## src/rtl/jsu_pkg.sv

```systemverilog
// Shared types, codes and UTF-8 helpers for the JSON string unescape unit.
`default_nettype none

package jsu_pkg;

    typedef enum logic [2:0] {
        ERR_NONE  = 3'd0,
        ERR_ESC   = 3'd1,
        ERR_HEX   = 3'd2,
        ERR_TRUNC = 3'd3,
        ERR_CTRL  = 3'd4
    } t_err;

    // One decoded unit of work: up to two code points, emitted A then B.
    // An error entry carries no code points and emits one zero byte.
    // b_raw marks B as a plain input byte that goes out unchanged.
    typedef struct packed {
        logic        a_vld;
        logic [15:0] a_cp;
        logic        b_vld;
        logic [20:0] b_cp;
        logic        b_raw;
        logic        last;
        t_err        err;
    } t_job;

    localparam logic [7:0] CH_BSLASH = 8'h5C;
    localparam logic [7:0] CH_U      = 8'h75;

    // Number of UTF-8 bytes minus one.
    function automatic logic [1:0] utf8_lenm1(input logic [20:0] cp);
        logic [1:0] r;
        if (cp < 21'h80) begin
            r = 2'd0;
        end else if (cp < 21'h800) begin
            r = 2'd1;
        end else if (cp < 21'h10000) begin
            r = 2'd2;
        end else begin
            r = 2'd3;
        end
        return r;
    endfunction

    function automatic logic [7:0] utf8_byte(input logic [20:0] cp, input logic [1:0] lenm1,
                                             input logic [1:0] idx);
        logic [7:0] r;
        unique case ({lenm1, idx})
            4'b00_00: r = cp[7:0];
            4'b01_00: r = 8'hC0 | {3'd0, cp[10:6]};
            4'b10_00: r = 8'hE0 | {4'd0, cp[15:12]};
            4'b10_01: r = 8'h80 | {2'd0, cp[11:6]};
            4'b11_00: r = 8'hF0 | {5'd0, cp[20:18]};
            4'b11_01: r = 8'h80 | {2'd0, cp[17:12]};
            4'b11_10: r = 8'h80 | {2'd0, cp[11:6]};
            default:  r = 8'h80 | {2'd0, cp[5:0]};
        endcase
        return r;
    endfunction

    // {valid, value}
    function automatic logic [4:0] hex_digit(input logic [7:0] c);
        logic [4:0] r;
        if (c >= 8'h30 && c <= 8'h39) begin
            r = {1'b1, c[3:0]};
        end else if ((c >= 8'h61 && c <= 8'h66) || (c >= 8'h41 && c <= 8'h46)) begin
            r = {1'b1, c[3:0] + 4'd9};
        end else begin
            r = 5'd0;
        end
        return r;
    endfunction

endpackage

`default_nettype wire

```

## src/rtl/jsu_front.sv

```systemverilog
// Front end: escape parser that turns input bytes into code point jobs.
`default_nettype none

module jsu_front (
    input  wire logic          i_clk,
    input  wire logic          i_rst_n,
    input  wire logic          i_valid,
    input  wire logic [7:0]    i_byte,
    input  wire logic          i_last,
    output logic               o_ready,
    input  wire logic          i_full,
    output logic               o_push,
    output jsu_pkg::t_job      o_job
);
    import jsu_pkg::*;

    typedef enum logic [2:0] {
        PH_NORMAL, PH_ESC, PH_HEX0, PH_HEX1, PH_HEX2, PH_HEX3
    } t_phase;

    t_phase      r_phase, n_phase;
    logic [11:0] r_hex, n_hex;
    logic [15:0] r_pend, n_pend;
    logic        r_pend_vld, n_pend_vld;
    logic        r_err, n_err;

    logic        accept;
    logic        do_err;
    t_err        err_code;
    logic [4:0]  hv;
    logic [15:0] cp;
    logic [7:0]  esc_d;
    logic        esc_ok;
    logic        is_ctrl;
    t_job        job;

    assign o_ready = !i_full;
    assign accept  = i_valid && o_ready;
    assign hv      = hex_digit(i_byte);
    assign cp      = {r_hex, hv[3:0]};
    assign is_ctrl = (i_byte < 8'h20) && !(i_byte >= 8'h09 && i_byte <= 8'h0D);

    always_comb begin
        esc_ok = 1'b1;
        unique case (i_byte)
            8'h22:   esc_d = 8'h22;
            8'h27:   esc_d = 8'h27;
            8'h5C:   esc_d = 8'h5C;
            8'h2F:   esc_d = 8'h2F;
            8'h6E:   esc_d = 8'h0A;
            8'h72:   esc_d = 8'h0D;
            8'h74:   esc_d = 8'h09;
            8'h62:   esc_d = 8'h08;
            8'h66:   esc_d = 8'h0C;
            default: begin
                esc_d  = 8'h00;
                esc_ok = 1'b0;
            end
        endcase
    end

    always_comb begin
        n_phase    = r_phase;
        n_hex      = r_hex;
        n_pend     = r_pend;
        n_pend_vld = r_pend_vld;
        n_err      = r_err;
        do_err     = 1'b0;
        err_code   = ERR_NONE;
        job        = '0;
        if (!r_err) begin
            unique case (r_phase)
                PH_NORMAL: begin
                    if (i_byte == CH_BSLASH) begin
                        if (i_last) begin
                            do_err   = 1'b1;
                            err_code = ERR_TRUNC;
                        end else begin
                            n_phase = PH_ESC;
                        end
                    end else if (is_ctrl) begin
                        do_err   = 1'b1;
                        err_code = ERR_CTRL;
                    end else begin
                        job.a_vld  = r_pend_vld;
                        job.a_cp   = r_pend;
                        job.b_vld  = 1'b1;
                        job.b_cp   = {13'd0, i_byte};
                        job.b_raw  = 1'b1;
                        n_pend     = '0;
                        n_pend_vld = 1'b0;
                    end
                end
                PH_ESC: begin
                    if (i_byte == CH_U) begin
                        if (i_last) begin
                            do_err   = 1'b1;
                            err_code = ERR_TRUNC;
                        end else begin
                            n_phase = PH_HEX0;
                            n_hex   = '0;
                        end
                    end else if (!esc_ok) begin
                        do_err   = 1'b1;
                        err_code = ERR_ESC;
                    end else begin
                        n_phase    = PH_NORMAL;
                        job.a_vld  = r_pend_vld;
                        job.a_cp   = r_pend;
                        job.b_vld  = 1'b1;
                        job.b_cp   = {13'd0, esc_d};
                        n_pend     = '0;
                        n_pend_vld = 1'b0;
                    end
                end
                PH_HEX0, PH_HEX1, PH_HEX2: begin
                    if (i_last) begin
                        do_err   = 1'b1;
                        err_code = ERR_TRUNC;
                    end else if (!hv[4]) begin
                        do_err   = 1'b1;
                        err_code = ERR_HEX;
                    end else begin
                        n_hex = {r_hex[7:0], hv[3:0]};
                        unique case (r_phase)
                            PH_HEX0: n_phase = PH_HEX1;
                            PH_HEX1: n_phase = PH_HEX2;
                            default: n_phase = PH_HEX3;
                        endcase
                    end
                end
                PH_HEX3: begin
                    if (!hv[4]) begin
                        do_err   = 1'b1;
                        err_code = ERR_HEX;
                    end else begin
                        n_phase = PH_NORMAL;
                        n_hex   = '0;
                        if (r_pend_vld && r_pend >= 16'hD800 && r_pend <= 16'hDBFF
                            && cp >= 16'hDC00 && cp <= 16'hDFFF) begin
                            // surrogate pair -> one supplementary code point
                            job.b_vld  = 1'b1;
                            job.b_cp   = {1'b0, r_pend[9:0], cp[9:0]} + 21'h10000;
                            n_pend     = '0;
                            n_pend_vld = 1'b0;
                        end else begin
                            job.a_vld  = r_pend_vld;
                            job.a_cp   = r_pend;
                            job.b_vld  = i_last;
                            job.b_cp   = {5'd0, cp};
                            n_pend     = cp;
                            n_pend_vld = 1'b1;
                        end
                    end
                end
                default: begin
                    do_err   = 1'b1;
                    err_code = ERR_HEX;
                end
            endcase
        end
        if (do_err) begin
            job     = '0;
            job.err = err_code;
        end
        job.last = i_last;
        if (i_last || do_err) begin
            n_phase    = PH_NORMAL;
            n_hex      = '0;
            n_pend     = '0;
            n_pend_vld = 1'b0;
            n_err      = do_err && !i_last;
        end
    end

    assign o_job  = job;
    assign o_push = accept && !r_err && (do_err || job.a_vld || job.b_vld);

    always_ff @(posedge i_clk) begin
        if (!i_rst_n) begin
            r_phase    <= PH_NORMAL;
            r_hex      <= '0;
            r_pend     <= '0;
            r_pend_vld <= 1'b0;
            r_err      <= 1'b0;
        end else if (accept) begin
            r_phase    <= n_phase;
            r_hex      <= n_hex;
            r_pend     <= n_pend;
            r_pend_vld <= n_pend_vld;
            r_err      <= n_err;
        end
    end

endmodule

`default_nettype wire

```

## src/rtl/jsu_fifo.sv

```systemverilog
// Small job queue between the parser and the byte emitter.
`default_nettype none

module jsu_fifo #(
    parameter int DEPTH = 4
) (
    input  wire logic          i_clk,
    input  wire logic          i_rst_n,
    input  wire logic          i_push,
    input  wire jsu_pkg::t_job i_job,
    output logic               o_full,
    input  wire logic          i_pop,
    output logic               o_empty,
    output jsu_pkg::t_job      o_job
);
    import jsu_pkg::*;

    localparam int AW = (DEPTH > 1) ? $clog2(DEPTH) : 1;
    localparam int CW = $clog2(DEPTH + 1);

    t_job          r_mem [DEPTH];
    logic [AW-1:0] r_wr, r_rd;
    logic [CW-1:0] r_count;

    assign o_full  = (r_count == CW'(DEPTH));
    assign o_empty = (r_count == '0);
    assign o_job   = r_mem[r_rd];

    always_ff @(posedge i_clk) begin
        if (i_push) begin
            r_mem[r_wr] <= i_job;
        end
    end

    always_ff @(posedge i_clk) begin
        if (!i_rst_n) begin
            r_wr    <= '0;
            r_rd    <= '0;
            r_count <= '0;
        end else begin
            if (i_push) begin
                r_wr <= (r_wr == AW'(DEPTH - 1)) ? '0 : r_wr + 1'b1;
            end
            if (i_pop) begin
                r_rd <= (r_rd == AW'(DEPTH - 1)) ? '0 : r_rd + 1'b1;
            end
            unique case ({i_push, i_pop})
                2'b10:   r_count <= r_count + 1'b1;
                2'b01:   r_count <= r_count - 1'b1;
                default: r_count <= r_count;
            endcase
        end
    end

endmodule

`default_nettype wire

```

## src/rtl/jsu_back.sv

```systemverilog
// Back end: expands queued jobs into UTF-8 bytes, one per cycle unless stalled, into an output register.
`default_nettype none

module jsu_back (
    input  wire logic          i_clk,
    input  wire logic          i_rst_n,
    input  wire logic          i_empty,
    input  wire jsu_pkg::t_job i_job,
    output logic               o_pop,
    output logic               o_valid,
    input  wire logic          i_ready,
    output logic [7:0]         o_byte,
    output logic               o_run_last,
    output logic               o_string_end,
    output jsu_pkg::t_err      o_err
);
    import jsu_pkg::*;

    logic        r_busy;
    t_job        r_job;
    logic        r_on_b;
    logic [1:0]  r_idx;
    logic        r_out_vld;
    logic [7:0]  r_out_byte;
    logic        r_out_run;
    logic        r_out_end;
    t_err        r_out_err;

    logic [20:0] cur_cp;
    logic [1:0]  lenm1;
    logic        cp_end;
    logic        is_err;
    logic        fin;
    logic        advance;
    logic [7:0]  cur_byte;

    assign cur_cp   = r_on_b ? r_job.b_cp : {5'd0, r_job.a_cp};
    // a raw input byte goes out as a single byte, whatever its value
    assign lenm1    = (r_on_b && r_job.b_raw) ? 2'd0 : utf8_lenm1(cur_cp);
    assign cp_end   = (r_idx == lenm1);
    assign is_err   = (r_job.err != ERR_NONE);
    assign fin      = is_err || (cp_end && (r_on_b || !r_job.b_vld));
    assign cur_byte = is_err ? 8'h00 : utf8_byte(cur_cp, lenm1, r_idx);
    assign advance  = r_busy && (!r_out_vld || i_ready);
    assign o_pop    = ((advance && fin) || !r_busy) && !i_empty;

    always_ff @(posedge i_clk) begin
        if (!i_rst_n) begin
            r_busy    <= 1'b0;
            r_on_b    <= 1'b0;
            r_idx     <= '0;
            r_out_vld <= 1'b0;
        end else begin
            if (advance) begin
                r_out_vld <= 1'b1;
            end else if (i_ready) begin
                r_out_vld <= 1'b0;
            end
            if (o_pop) begin
                r_busy <= 1'b1;
                r_on_b <= !i_job.a_vld;
                r_idx  <= '0;
            end else if (advance) begin
                if (fin) begin
                    r_busy <= 1'b0;
                end else if (cp_end) begin
                    r_on_b <= 1'b1;
                    r_idx  <= '0;
                end else begin
                    r_idx <= r_idx + 1'b1;
                end
            end
        end
    end

    always_ff @(posedge i_clk) begin
        if (o_pop) begin
            r_job <= i_job;
        end
        if (advance) begin
            r_out_byte <= cur_byte;
            r_out_run  <= fin;
            r_out_end  <= fin && r_job.last;
            r_out_err  <= r_job.err;
        end
    end

    assign o_valid      = r_out_vld;
    assign o_byte       = r_out_byte;
    assign o_run_last   = r_out_run;
    assign o_string_end = r_out_end;
    assign o_err        = r_out_err;

endmodule

`default_nettype wire

```

## src/rtl/json_string_unescape_utf8_unit.sv

```systemverilog
// Top level of the streaming JSON string unescape to UTF-8 unit.
// Takes one byte of a JSON string body per transfer (tlast on the final byte)
// and emits the decoded UTF-8 bytes. The input side accepts one byte every
// cycle while the job queue has room; the output side delivers one result
// byte per cycle while the sink is ready, set by the single byte emitter
// behind the queue. A plain byte gives one output byte, a \u or surrogate-pair
// character up to four, and a string end with two code points still to flush
// up to six, so bursts of multi-byte characters are absorbed by FIFO_DEPTH
// queued jobs before the input stalls. An input byte passes a queue entry, the
// emitter's job register and its output register. Errors give a single zero
// byte with a nonzero error code; the rest of that string is dropped.
`default_nettype none

module json_string_unescape_utf8_unit #(
    parameter int FIFO_DEPTH = 4
) (
    input  wire logic        i_clk,
    input  wire logic        i_rst_n,
    input  wire logic        s_axis_tvalid,
    output logic             s_axis_tready,
    input  wire logic [7:0]  s_axis_tdata,   // [7:0] in_byte
    input  wire logic        s_axis_tlast,   // string_last
    output logic             m_axis_tvalid,
    input  wire logic        m_axis_tready,
    output logic [7:0]       m_axis_tdata,   // [7:0] out_byte
    output logic             m_axis_tlast,   // string_end
    output logic [3:0]       m_axis_tuser    // [0] run_last, [3:1] error_code
);
    import jsu_pkg::*;

    logic push, full, pop, empty;
    t_job wr_job, rd_job;
    t_err out_err;
    logic run_last;

    jsu_front u_front (
        .i_clk   (i_clk),
        .i_rst_n (i_rst_n),
        .i_valid (s_axis_tvalid),
        .i_byte  (s_axis_tdata),
        .i_last  (s_axis_tlast),
        .o_ready (s_axis_tready),
        .i_full  (full),
        .o_push  (push),
        .o_job   (wr_job)
    );

    jsu_fifo #(
        .DEPTH (FIFO_DEPTH)
    ) u_fifo (
        .i_clk   (i_clk),
        .i_rst_n (i_rst_n),
        .i_push  (push),
        .i_job   (wr_job),
        .o_full  (full),
        .i_pop   (pop),
        .o_empty (empty),
        .o_job   (rd_job)
    );

    jsu_back u_back (
        .i_clk        (i_clk),
        .i_rst_n      (i_rst_n),
        .i_empty      (empty),
        .i_job        (rd_job),
        .o_pop        (pop),
        .o_valid      (m_axis_tvalid),
        .i_ready      (m_axis_tready),
        .o_byte       (m_axis_tdata),
        .o_run_last   (run_last),
        .o_string_end (m_axis_tlast),
        .o_err        (out_err)
    );

    assign m_axis_tuser = {out_err, run_last};

endmodule

`default_nettype wire

```

## config.mk

```make
export PLATFORM = sky130hd
export DESIGN_NAME = json_string_unescape_utf8_unit
export DESIGN_NICKNAME = d
export VERILOG_FILES = /design/src/rtl/jsu_pkg.sv /design/src/rtl/jsu_front.sv /design/src/rtl/jsu_fifo.sv /design/src/rtl/jsu_back.sv /design/src/rtl/json_string_unescape_utf8_unit.sv
export SDC_FILE = /design/constraint.sdc
export NUM_CORES = 1
export LEC_CHECK = 0
export ABC_AREA = 1
export BUFFER_PORTS_ARGS = -buffer_cell sky130_fd_sc_hd__buf_4
export CORE_MARGIN = 3
export CORE_UTILIZATION = 30
export CTS_CLUSTER_SIZE = 40
export DETAILED_ROUTE_END_ITERATION = 10
export PLACE_DENSITY_LB_ADDON = 0.2
export SYNTH_ARGS = -nofsm -noshare
export SYNTH_HDL_FRONTEND = slang
export SYNTH_SLANG_ARGS = --single-unit
```

## constraint.sdc

```tcl
create_clock -name i_clk -period 3.9 [get_ports i_clk]
set_clock_uncertainty 0.15 [all_clocks]
set_input_delay 0.39 -clock i_clk [delete_from_list [all_inputs] [get_ports i_clk]]
set_output_delay 0.39 -clock i_clk [all_outputs]
set_load 0.02 [all_outputs]
```

After elaboration in Yosys (flattened, before gate mapping)
Memory sizes are Yosys's and may differ from the RTL's. A register that Yosys moved wholly into a read port is not among the register bits.
Index checks and enable logic that the tools add are counted.
{ "classes": {"n_addsub": 7, "n_lt_le_gt_ge": 16, "eq_ne": 42, "muxes": 94, "bitwise": 2, "n_reduce_logical": 59} }
{ "op_table": {"columns": ["cell", "count"], "rows": [
  ["16-bit 2-to-1 mux", 8],
  ["40-bit 2-to-1 mux", 3],
  ["39-bit 2-to-1 mux", 3],
  ["39-bit one-hot mux with 3 select lines", 1],
  ["12-bit 2-to-1 mux", 7],
  ["7-bit one-hot mux with 9 select lines", 1],
  ["8-bit by 7-bit == test with 1-bit output, second input constant", 7],
  ["16-bit one-hot mux with 3 select lines", 1],
  ["8-bit one-hot mux with 6 select lines", 1],
  ["3-bit 2-to-1 mux", 15],
  ["44-bit 2-to-1 mux", 1],
  ["12-bit one-hot mux with 3 select lines", 1],
  ["16-bit greater-or-equal comparator, second input constant", 2],
  ["16-bit less-or-equal comparator, second input constant", 2],
  ["1-bit 2-to-1 mux", 31],
  ["8-bit by 6-bit == test with 1-bit output, second input constant", 3],
  ["3-bit one-hot mux with 4 select lines", 2],
  ["22-bit 2-to-1 mux", 1],
  ["20-bit by 17-bit adder with 21-bit output, second input constant", 1],
  ["21-bit by 12-bit < comparator with 1-bit output, second input constant", 1],
  ["21-bit by 17-bit < comparator with 1-bit output, second input constant", 1],
  ["21-bit by 8-bit < comparator with 1-bit output, second input constant", 1],
  ["21-bit 2-to-1 mux", 1],
  ["4-bit == test, second input constant", 5],
  ["other kinds (47)", 120]
]} }
{ "totals": {"reg_bits": 101, "mem_bits_rw": 176, "input_bits": 13, "output_inout_bits": 15, "word_cells": 243, "n_memories": 1} }
{ "memory_table": {"columns": ["name", "words", "word_bits", "read_ports", "rd_clocked_by_memory_dff", "wr", "line_no", "text"], "rows": [
  ["u_fifo.r_mem", 4, 44, 1, 1, 1, "jsu_fifo.sv:21", "t_job r_mem [DEPTH];"]
]} }

Logic depth before layout (Yosys ltp)
{ "depth": {"ltp_word": 18, "depth_mapped": 25, "mapped_depth_nobuf": 23} }

Hierarchy
A second synthesis with hierarchy kept.
{ "unflattened": {"cells_unflattened": 1225, "hier_area_um2": 12675.9} }
{ "modules_own_cells": {"columns": ["module", "n_inst", "cells_each", "area_per_inst_um2", "seq_area_each_um2"], "rows": [
  ["jsu_fifo", 1, 485, 7068.0, 5465.2],
  ["jsu_front", 1, 491, 2886.5, 660.6],
  ["jsu_back", 1, 248, 2713.9, 1781.7],
  ["json_string_unescape_utf8_unit", 1, 1, 7.5, 0.0]
]} }

Least setup slack after synthesis
No wires, ideal clock.
{ "synth_path": {"path_kind": "in2reg", "startpoint": "in s_axis_tdata[0]", "endpoint": "mem u_fifo.r_mem[0][0] (netlist bit) (enable)", "setup_time_ns": 0.446, "arrival_ns": 3.672, "required_time_ns": 3.304, "setup_slack_ns": -0.368, "cell_stages": 12, "n_path_buf": 0, "cell_sequence": "inv_1 -> ha_1 -> or2_2 -> o21ai_2 -> nand3_2 -> nand3_2 -> inv_2 -> nand3_4 -> nand2_2 -> nand3_1 -> nand2_2 -> nor2_1"} }
{ "synth_via": {"elab_chain_len": 18, "elab_cells_between_ends": 58, "classes_between": "1 x add/sub; 11 x order compare; 10 x eq/ne; 23 x mux; 13 x reduce/logical"} }
{ "synth_rtl": {"columns": ["item", "line_no", "text"], "rows": [
  ["from (decl)", "json_string_unescape_utf8_unit.sv:21", "input wire logic [7:0] s_axis_tdata,"],
  ["8-bit by 7-bit greater-or-equal comparator with 1-bit output / 8-bit by 7-bit less-or-equal comparator with 1-bit output (equally long branches)", "jsu_pkg.sv:66", "end else if ((c >= 8'h61 && c <= 8'h66) || (c >= 8'h41 && c <= 8'h46)) begin"],
  ["1-bit logical AND", "jsu_pkg.sv:66", null],
  ["1-bit logical OR", "jsu_pkg.sv:66", null],
  ["5-bit 2-to-1 mux", "jsu_pkg.sv:66", null],
  ["5-bit 2-to-1 mux", "jsu_pkg.sv:64", "if (c >= 8'h30 && c <= 8'h39) begin"],
  ["16-bit greater-or-equal comparator", "jsu_front.sv:140", "&& cp >= 16'hDC00 && cp <= 16'hDFFF) begin"],
  ["1-bit logical AND (2 in a row)", "jsu_front.sv:140", null],
  ["17-bit 2-to-1 mux", "jsu_front.sv:139", "if (r_pend_vld && r_pend >= 16'hD800 && r_pend <= 16'hDBFF"],
  ["39-bit 2-to-1 mux", "jsu_front.sv:133", "if (!hv[4]) begin"],
  ["39-bit one-hot mux with 3 select lines", "jsu_front.sv:72", "unique case (r_phase)"],
  ["40-bit 2-to-1 mux", "jsu_front.sv:71", "if (!r_err) begin"],
  ["44-bit 2-to-1 mux", "jsu_front.sv:162", "if (do_err) begin"],
  ["1-bit logical OR", "jsu_front.sv:177", "assign o_push = accept && !r_err && (do_err || job.a_vld || job.b_vld);"],
  ["1-bit logical OR (*)", "jsu_front.sv:177", null],
  ["1-bit logical AND (*)", "jsu_front.sv:177", null],
  ["1-bit 2-to-1 mux (*)", "jsu_fifo.sv:30", "if (i_push) begin"],
  ["1-bit 2-to-1 mux (implied by the code) (*)", "jsu_fifo.sv:31", "r_mem[r_wr] <= i_job;"],
  ["to (decl)", "jsu_fifo.sv:21", null]
]} }
Mark *: on every way between the ends. The rest lies on a longest branch, timed or not.

Worst setup path after layout
{ "layout_path": {"startpoint": "reg u_back.r_on_b", "endpoint": "reg u_fifo.r_count[2]"} }
{ "layout_via": {"elab_chain_len": 14, "elab_cells_between_ends": 20, "classes_between": "3 x order compare; 3 x eq/ne; 6 x mux; 8 x reduce/logical"} }
{ "layout_rtl": {"columns": ["item", "line_no", "text"], "rows": [
  ["from (decl)", "jsu_back.sv:21", "logic r_on_b;"],
  ["from (signal assigned)", "jsu_back.sv:61", "r_on_b <= !i_job.a_vld;"],
  ["21-bit 2-to-1 mux", "jsu_back.sv:37", "assign cur_cp = r_on_b ? r_job.b_cp : {5'd0, r_job.a_cp};"],
  ["21-bit by 17-bit < comparator with 1-bit output", "jsu_pkg.sv:37", "end else if (cp < 21'h10000) begin"],
  ["1-bit 2-to-1 mux", "jsu_pkg.sv:37", null],
  ["2-bit 2-to-1 mux", "jsu_pkg.sv:35", "end else if (cp < 21'h800) begin"],
  ["2-bit 2-to-1 mux", "jsu_pkg.sv:33", "if (cp < 21'h80) begin"],
  ["2-bit 2-to-1 mux", "jsu_back.sv:39", "assign lenm1 = (r_on_b && r_job.b_raw) ? 2'd0 : utf8_lenm1(cur_cp);"],
  ["2-bit == test", "jsu_back.sv:40", "assign cp_end = (r_idx == lenm1);"],
  ["1-bit logical AND (*)", "jsu_back.sv:42", "assign fin = is_err || (cp_end && (r_on_b || !r_job.b_vld));"],
  ["1-bit logical OR (*)", "jsu_back.sv:42", null],
  ["via u_back.fin", "jsu_back.sv:33", "logic fin;"],
  ["1-bit logical AND (*)", "jsu_back.sv:45", "assign o_pop = ((advance && fin) || !r_busy) && !i_empty;"],
  ["1-bit logical OR (*)", "jsu_back.sv:45", null],
  ["1-bit logical AND (*)", "jsu_back.sv:45", null],
  ["via pop", "json_string_unescape_utf8_unit.sv:31", "logic push, full, pop, empty;"],
  ["2-bit by 1-bit == test with 1-bit output / 2-bit == test (equally long branches)", "jsu_fifo.sv:47", "unique case ({i_push, i_pop})"],
  ["3-bit one-hot mux with 2 select lines / 2-bit nonzero test (equally long branches)", null, null],
  ["to (signal assigned)", "jsu_fifo.sv:48", "2'b10: r_count <= r_count + 1'b1;"],
  ["to (signal assigned)", "jsu_fifo.sv:49", "2'b01: r_count <= r_count - 1'b1;"],
  ["to (signal assigned)", "jsu_fifo.sv:50", "default: r_count <= r_count;"],
  ["to (decl)", "jsu_fifo.sv:23", "logic [CW-1:0] r_count;"]
]} }
The timed path passes the listed nets; every way through them passes the cells marked *.
A chain may end at the register's enable or synchronous reset.

==> impl_metrics.yaml <==
critical_path:
  reg2regPathDepth: 23
  crit_path_start_kind: "flip-flop"
  critPathArrivalTime_ns: 3.53
  end_kind: "flip-flop"
  crit_fanout: 9
  reg2reg_setup_slack_ns: 0.59
  regToRegStartpoint: "u_back.r_on_b"
  crit_required_ns: 4.13
  critPathKind: "reg -> reg"
  worstReg2RegEnd: "u_fifo.r_count[2]"
outcome:
  status: "complete, no violations"
timing:
  setup_tns_ns: 0
  tightest_slew_ns: 0.9383
  fin_crit_sh_pct: 84.79
  final_max_slew_viol_count: 0
  slew_headroom_pct: 37.45
  rsz0062_at_grt: "false"
  hold_slack_ns: 0.02966
  hold_viol_final: 0
  fmax_mhz: 302.4
  fin_crit_ns: 3.307
  setup_viol: 0
global_routing:
  grt_pass1_wl_um: 49420
  grt_use_total_pct: 14.33
  antenna_found_initial: 0
  grt-ovfl-total: 0
  grt_pass1_vias: 8435
  grt_max_degree: 89
layout:
  n_antenna_cell: 0
  layout_commonest_cell: "edfxtp_1"
  final_cell_mix: "edfxtp_1 (232), nand2_1 (190), nor2_1 (165)"
  drive_gt1_share_pct: 11.88
  fin_nets: 1258
  area_delta_synth_final_pct: 16.21
worst_hold_path:
  hold_path.startpoint: "s_axis_tlast"
  min_to: "u_fifo.r_mem[2][3]"
  min_path_cells: 1
  hp-class: "in -> reg"
placement:
  port-buffer-count: 27
  dp_hpwl_um: 21240
  gp_congestion: 0.8808
logic_synthesis:
  yosysWarnings: 0
  syn_area_per_cell_um2: 10.32
  ys_seq_area_share_pct: 64.08
  syn-num-nets: 1226
  netlist_area_mm2: 0.01234
  ys_seq_elements: 279
  postSynth.asyncResetShare_pct: 0
  synth_edf_count: 232
  synthCells: 1196
  yosysUniqueCellTypes: 47
  synth-main-ff-cell: "edfxtp_1"
routing:
  vias: 8715
  drc: 0
  wire_per_inst_um: 17.92
  dr.first_iter.drc_count: 609
  avgViaCountPerCell: 4.899
  wl_um: 31880
  drt-pass1-iter-count: 5
  ant_nets: 0
cts:
  clk_latency_ns: 0.52
  clkTransAtPathRegs_ns: 0.06
  cts_max_level: 2
  ctsResizeCount: 0
  cts_root_buf: "clkbuf_16"
  cts_num_sinks: 279
  cts_tree: "done"
  post_cts_buffers: 0
  postCtsHoldBufs: 0
  clockBufferDepth: 3
  cts_buffers: 35
flow_run:
  maxCapViolations: 0
die:
  start_util_pct: 30.70
  fp.dieArea_mm2: 0.04360
  io_pins: 28
  rows: 73
  coreArea_mm2: 0.04019
  die_x_um: 208.8
  die_y_um: 208.8
pwr:
  ir_drop_mv: 0.3735
  power_density_mw_per_mm2: 840.0
  p_leak_nw: 5.135
-- worst max-delay path, stage by stage, from the launching register on --
cell and delay (ns):
dfxtp_1 0.34, buf_4 0.17, nand2_1 0.06, nand2_1 0.08, nor2_1 0.15, nand2_1 0.07
nor2_1 0.10, nand2_1 0.11, nand3_2 0.12, nand2_1 0.06, nand2_1 0.05, nand3_1 0.06
nand2_1 0.10, nand2_1 0.09, nand2_2 0.18, nand2_2 0.12, inv_2 0.10, ha_1 0.14
inv_1 0.07, fa_1 0.37, a21oi_1 0.15, o21ai_0 0.12, o21ai_0 0.16, a21oi_1 0.05
-- synth_stat cells (5+ instances only) --
| master | number | area, um^2 |
|---|---|---|
| a211oi_1 | 5 | 37.54 |
| a21oi_1 | 51 | 255.2 |
| a31oi_1 | 6 | 37.54 |
| buf_4 | 7 | 52.55 |
| clkbuf_1 | 40 | 150.1 |
| dfxtp_1 | 47 | 940.9 |
| edfxtp_1 | 232 | 6967 |
| ha_1 | 16 | 200.2 |
| inv_1 | 95 | 356.6 |
| inv_2 | 11 | 41.29 |
| nand2_1 | 190 | 713.2 |
| nand2_2 | 9 | 56.30 |
| nand3_1 | 41 | 205.2 |
| nand3_2 | 6 | 60.06 |
| nand4_1 | 40 | 250.2 |
| nor2_1 | 169 | 634.4 |
| nor3_1 | 32 | 160.2 |
| o21ai_0 | 101 | 505.5 |
| o22ai_1 | 46 | 287.8 |
-- final cells by class --
cell class / count / area [um^2]
clock buffers: 46 / 937.1
clock inverters: 17 / 197.7
fillers: 4079 / 25850
inverters: 111 / 419.2
multi-input cells: 751 / 3782
flip-flops and latches: 279 / 7909
well taps: 525 / 656.9
repair buffers: 50 / 437.9
-- stage by stage --
step	setup slack [ns]	cell area [um^2]	utilization (%)	std cells	total power, W
finish	0.5933	14340	35.68	1779	0.01205
global route	0.2515	14340	35.68	1779	0.01286
CTS	0.6009	14340	35.68	1779	0.01219
detailed placement	0.2938	13210	32.86	1716	0.009010
global placement	0.2608	13210	32.86	1716	0.009013
floorplan	-0.3675	12340	-	1196	0.007588
-- state kept, by name, summed over array words and instances (netlist names), 2 cells and up, named ones only --
name and cells:
u_fifo.r_rd 2, u_front.r_pend 16, u_back.r_idx 2, u_front.r_hex 12, u_front.r_phase 3, u_back.r_job 43
u_fifo.r_count 3, u_back.o_byte 8, u_back.o_err 3, u_fifo.r_wr 2, u_fifo.r_mem 176
-- metal layers --
| metal | track usage (%) | vias to the layer above | part of all wire, % |
|---|---|---|---|
| li1 | - | 4260 | - |
| met1 | 20.42 | 4200 | 48 |
| met2 | 22.96 | 201 | 45 |
| met3 | 2.237 | 54 | 4.6 |
| met4 | 3.649 | 0 | 2.0 |
| met5 | 0 | - | 0 |
-- where the power goes --
| part | internal (W) | switching [W] | total, W |
|---|---|---|---|
| Combinational | 0.00118 | 0.00310 | 0.00428 |
| Clock | 0.00191 | 0.00122 | 0.00313 |
| Sequential | 0.00435 | 0.000289 | 0.00464 |
-- worst max-delay path by stage --
stage / startpoint / endpoint / slack (ns) / cells past startpoint
6_report: u_back.r_on_b / u_fifo.r_count[2] / 0.59 / 23
5_1_grt: u_back.r_on_b / u_fifo.r_count[2] / 0.25 / 23
4_1_cts: u_back.r_on_b / u_fifo.r_count[2] / 0.60 / 21
3_5_place_dp: s_axis_tdata[0] / u_fifo.r_mem[2][5] / 0.29 / 13
3_3_place_gp: s_axis_tdata[0] / u_fifo.r_mem[2][5] / 0.26 / 13
2_1_floorplan: s_axis_tdata[0] / u_fifo.r_mem[0][0] / -0.37 / 12
-- cell families after synthesis --
family / Yosys count / share of synthesized area [%]
AND/OR/NAND/NOR: 504 / 18.05
flip-flops: 279 / 64.08
AO/OA/AOI/OAI: 228 / 10.43
buffers and inverters: 166 / 5.506
adder cells (fa/ha/maj): 17 / 1.785
XOR/XNOR: 2 / 0.1420
(Power assumes the default switching activity.)
